File: src/hdl/fsmcov_pkg.sv
`default_nettype none

package fsmcov_pkg;

	localparam int NUM_VARS_DEF    = 4;
	localparam int MAX_STATES_DEF  = 16;
	localparam int MAX_TRANS_DEF   = 64;
	localparam int VALUE_WIDTH_DEF = 16;

	localparam int          COUNT_WIDTH = 32;
	localparam logic [31:0] COUNT_MAX   = 32'hFFFF_FFFF;

	typedef enum logic [1:0] {
		ST_IDLE,
		ST_SCAN,
		ST_DONE
	} fsmcov_state_t;

	function automatic logic [COUNT_WIDTH-1:0] sat_inc(input logic [COUNT_WIDTH-1:0] c);
		return (c == COUNT_MAX) ? c : c + 32'd1;
	endfunction

endpackage

`default_nettype wire

File: src/hdl/fsmcov_match_unit.sv
`default_nettype none

module fsmcov_match_unit
	import fsmcov_pkg::*;
#(
	parameter int KEY_WIDTH = 2 * VALUE_WIDTH_DEF
) (
	input  wire logic [KEY_WIDTH-1:0]   key_a,
	input  wire logic [KEY_WIDTH-1:0]   key_b,
	input  wire logic [COUNT_WIDTH-1:0] count_in,
	output logic                        equal,
	output logic [COUNT_WIDTH-1:0]      count_next
);

	// The single compare and saturating increment shared by both table searches.
	assign equal      = (key_a == key_b);
	assign count_next = sat_inc(count_in);

endmodule

`default_nettype wire

File: config.mk
export PLATFORM = sky130hd
export DESIGN_NAME = fsmcov_match_unit
export DESIGN_NICKNAME = d
export VERILOG_FILES = /design/src/hdl/fsmcov_pkg.sv /design/src/hdl/fsmcov_match_unit.sv
export SDC_FILE = /design/constraint.sdc
export NUM_CORES = 1
export LEC_CHECK = 0
export BUFFER_PORTS_ARGS = -buffer_cell sky130_fd_sc_hd__buf_4
export CORE_MARGIN = 4
export CORE_UTILIZATION = 39
export DETAILED_ROUTE_END_ITERATION = 16
export PLACE_DENSITY = 0.9
export SLEW_MARGIN = 20
export SYNTH_ARGS = -nofsm -noshare
export SYNTH_HDL_FRONTEND = slang
export SYNTH_SLANG_ARGS = --single-unit
File: constraint.sdc
create_clock -name vclk -period 4.45
set_clock_uncertainty 0.15 [all_clocks]
set_input_delay 0.6675 -clock vclk [all_inputs]
set_output_delay 0.6675 -clock vclk [all_outputs]
set_load 0.05 [all_outputs]
==> reports/summary.txt <==
first-pass GRT wire length -> 7580 um
worst rel slew slack -> 0.453
total grt overflow -> 0
core box area -> 2810 um2
min Tclk post-route -> 3.51 ns
Max IR drop VDD -> 0.0559 mV
crit-path max cell delay -> 0.73 ns
Leakage -> 1.07 nW
synthesized area per cell -> 7.00 um2
clock buffers -> 0
wire length per cell -> 14.5 um
worst setup margin -> 0.937 ns
Hold Path Class -> in -> out
synthesized instance count -> 167
cell with the largest stage delay on the worst path -> nor4b_4
status -> finished, final reports clean
Mapped Nets -> 264
Initial Utilization -> 0.417
Power Density -> 102 nW/um2
CP required -> 3.63 ns
Post-Place Cells -> 326
setup total negative slack -> 0 ns
Hold Vio Cnt, Final -> 0
Seq cells -> 0
# diodes -> 0
Largest delay share family, worst path -> simple AND/OR/NAND/NOR gates
die area -> 3940 um2
Synth Cell Area -> 1170 um2
Nets -> 394
CP dominant cell by count -> buf_4
GPL Wtd Cong -> 0.800
final non-filler cell total -> 326
initial antenna violation count -> 0
CP Cell Sequence -> buf_4, ha_1, and3_1, nand2_1, nor4b_4, mux2_1, buf_4
# rows -> 19
number of global-route vias before repair -> 1,767
post-CTS setup buffers -> 0
fraction of layout cells with a size suffix above 1 -> 0.454
area grow syn2layout -> 85.2%
RSZ-0062 raised after global routing -> false
Crit Path Class -> in -> out
Port Buffers -> 129
largest net degree at the start of global routing -> 16
setup violators final -> 0
library cells used by synthesis -> 33
CP startpoint kind -> primary input
DRT Pass-1 Iters -> 4
HPWL after DPL -> 4260 um
die width -> 62.7 um
wirelength, routed -> 4740 um
fillers -> 256
placed cell areas -> 2160 um2
GRT Util Overall -> 0.229
Worst path depth -> 7
final period utilization -> 0.789
# resized after CTS -> 0
measured slew at the worst slew-check pin -> 0.817 ns
# hold bufs at CTS -> 0
DRC Markers -> 0
via count -> 1,785
First DRT Iteration DRCs -> 137
CP Buf/Inv Count -> 2
Vert. Die Dim -> 62.7 um
register area share after synthesis -> 0
Via density -> 5.48
YS warnings -> 0
hold depth -> 3
total chip power -> 0.221 mW
Max Slew Vio Count -> 0
f_max -> 285 MHz
IO Count -> 129
WP data arrival -> 2.70 ns
critical path endpoint category -> primary output
max_cap viols -> 0
Max FO, Critical Path -> 15
Place WS -> 0.982 ns
register area -> 0 um2
antenna-violating nets left -> 0
post-route cell area -> 2160 um2
stage by stage:
step / util / hold slack [ns]
2_1_floorplan: - / 1.45
3_3_place_gp: 0.772 / 1.52
3_5_place_dp: 0.772 / 1.52
4_1_cts: 0.772 / 1.52
5_1_grt: 0.772 / 1.53
6_report: 0.772 / 1.52
cell usage in the layout (no fill, tap or decap), types with 2 or more instances in the layout:
master and count:
nor4_1 13, and4_1 6, nor3_1 8, nand3_1 12, nand4_1 9, or3_1 2
nor2_1 11, xor2_1 44, o21ai_0 8, nor4b_1 2, nand2_1 15, inv_1 5
buf_4 129, xnor2_1 7, a21oi_1 2, o21a_1 2, and3_1 4
worst paths after layout:
kind / start / to / slack, ns
worst min-delay path: count_in[7] / count_next[7] / 1.52
worst max-delay path: count_in[0] / count_next[1] / 0.94
area by class of cell:
class / instances / area, um2 / share of cell area
timing repair buffer: 129 / 968 / 0.447
tap: 31 / 38.8 / 0.0179
multi-input combinational: 161 / 1140 / 0.526
inverter: 5 / 18.8 / 0.00867
synth_stat cells (all sizes together):
| cell | n | area share |
|---|---|---|
| xor2 | 44 | 0.33 |
| nand2 | 15 | 0.048 |
| nor4 | 14 | 0.088 |
| nand3 | 12 | 0.051 |
| nand4 | 11 | 0.077 |
| nor2 | 11 | 0.035 |
| o21ai | 9 | 0.039 |
| nor3 | 8 | 0.034 |
| and4 | 7 | 0.055 |
| xnor2 | 7 | 0.052 |
| inv | 5 | 0.016 |
| and3 | 4 | 0.021 |
| nor4b | 3 | 0.035 |
| a21oi | 2 | 0.0086 |
| o21a | 2 | 0.013 |
| or3 | 2 | 0.011 |
| a21o | 1 | 0.0064 |
| a31oi | 1 | 0.0054 |
| a41oi | 1 | 0.0075 |
| buf | 1 | 0.0096 |
| ha | 1 | 0.011 |
| mux2 | 1 | 0.0096 |
| nand3b | 1 | 0.0064 |
| nor4bb | 1 | 0.0086 |
| o311ai | 1 | 0.0075 |
| o31a | 1 | 0.0075 |
| or4 | 1 | 0.0064 |
tightest hold or removal path, stage by stage:
cell and delay (ns):
buf_4 0.09, xor2_1 0.06, buf_4 0.18
power by group:
part	total [mW]	internal, mW	switching (mW)	leakage [nW]
Combinational	0.221	0.100	0.120	1.07
Sequential	0	0	0	0
Clock	0	0	0	0
Total	0.221	0.100	0.120	1.07
kinds of logic after synthesis:
kind of cell / after synthesis / share of synthesized area
AO/OA/AOI/OAI: 18 / 0.0942
XOR/XNOR: 51 / 0.382
multiplexers: 1 / 0.00964
AND/OR/NAND/NOR: 90 / 0.478
adder cells (fa/ha/maj): 1 / 0.0107
buffers and inverters: 6 / 0.0257
layer usage:
metal	routed length (um)	global-route usage	vias to the layer above
li1	-	-	886
met1	1590	0.229	794
met2	2480	0.447	95
met3	556	0.0755	10
met4	119	0.0551	0
met5	0	0	-
Power figures use the tool's default switching activity.
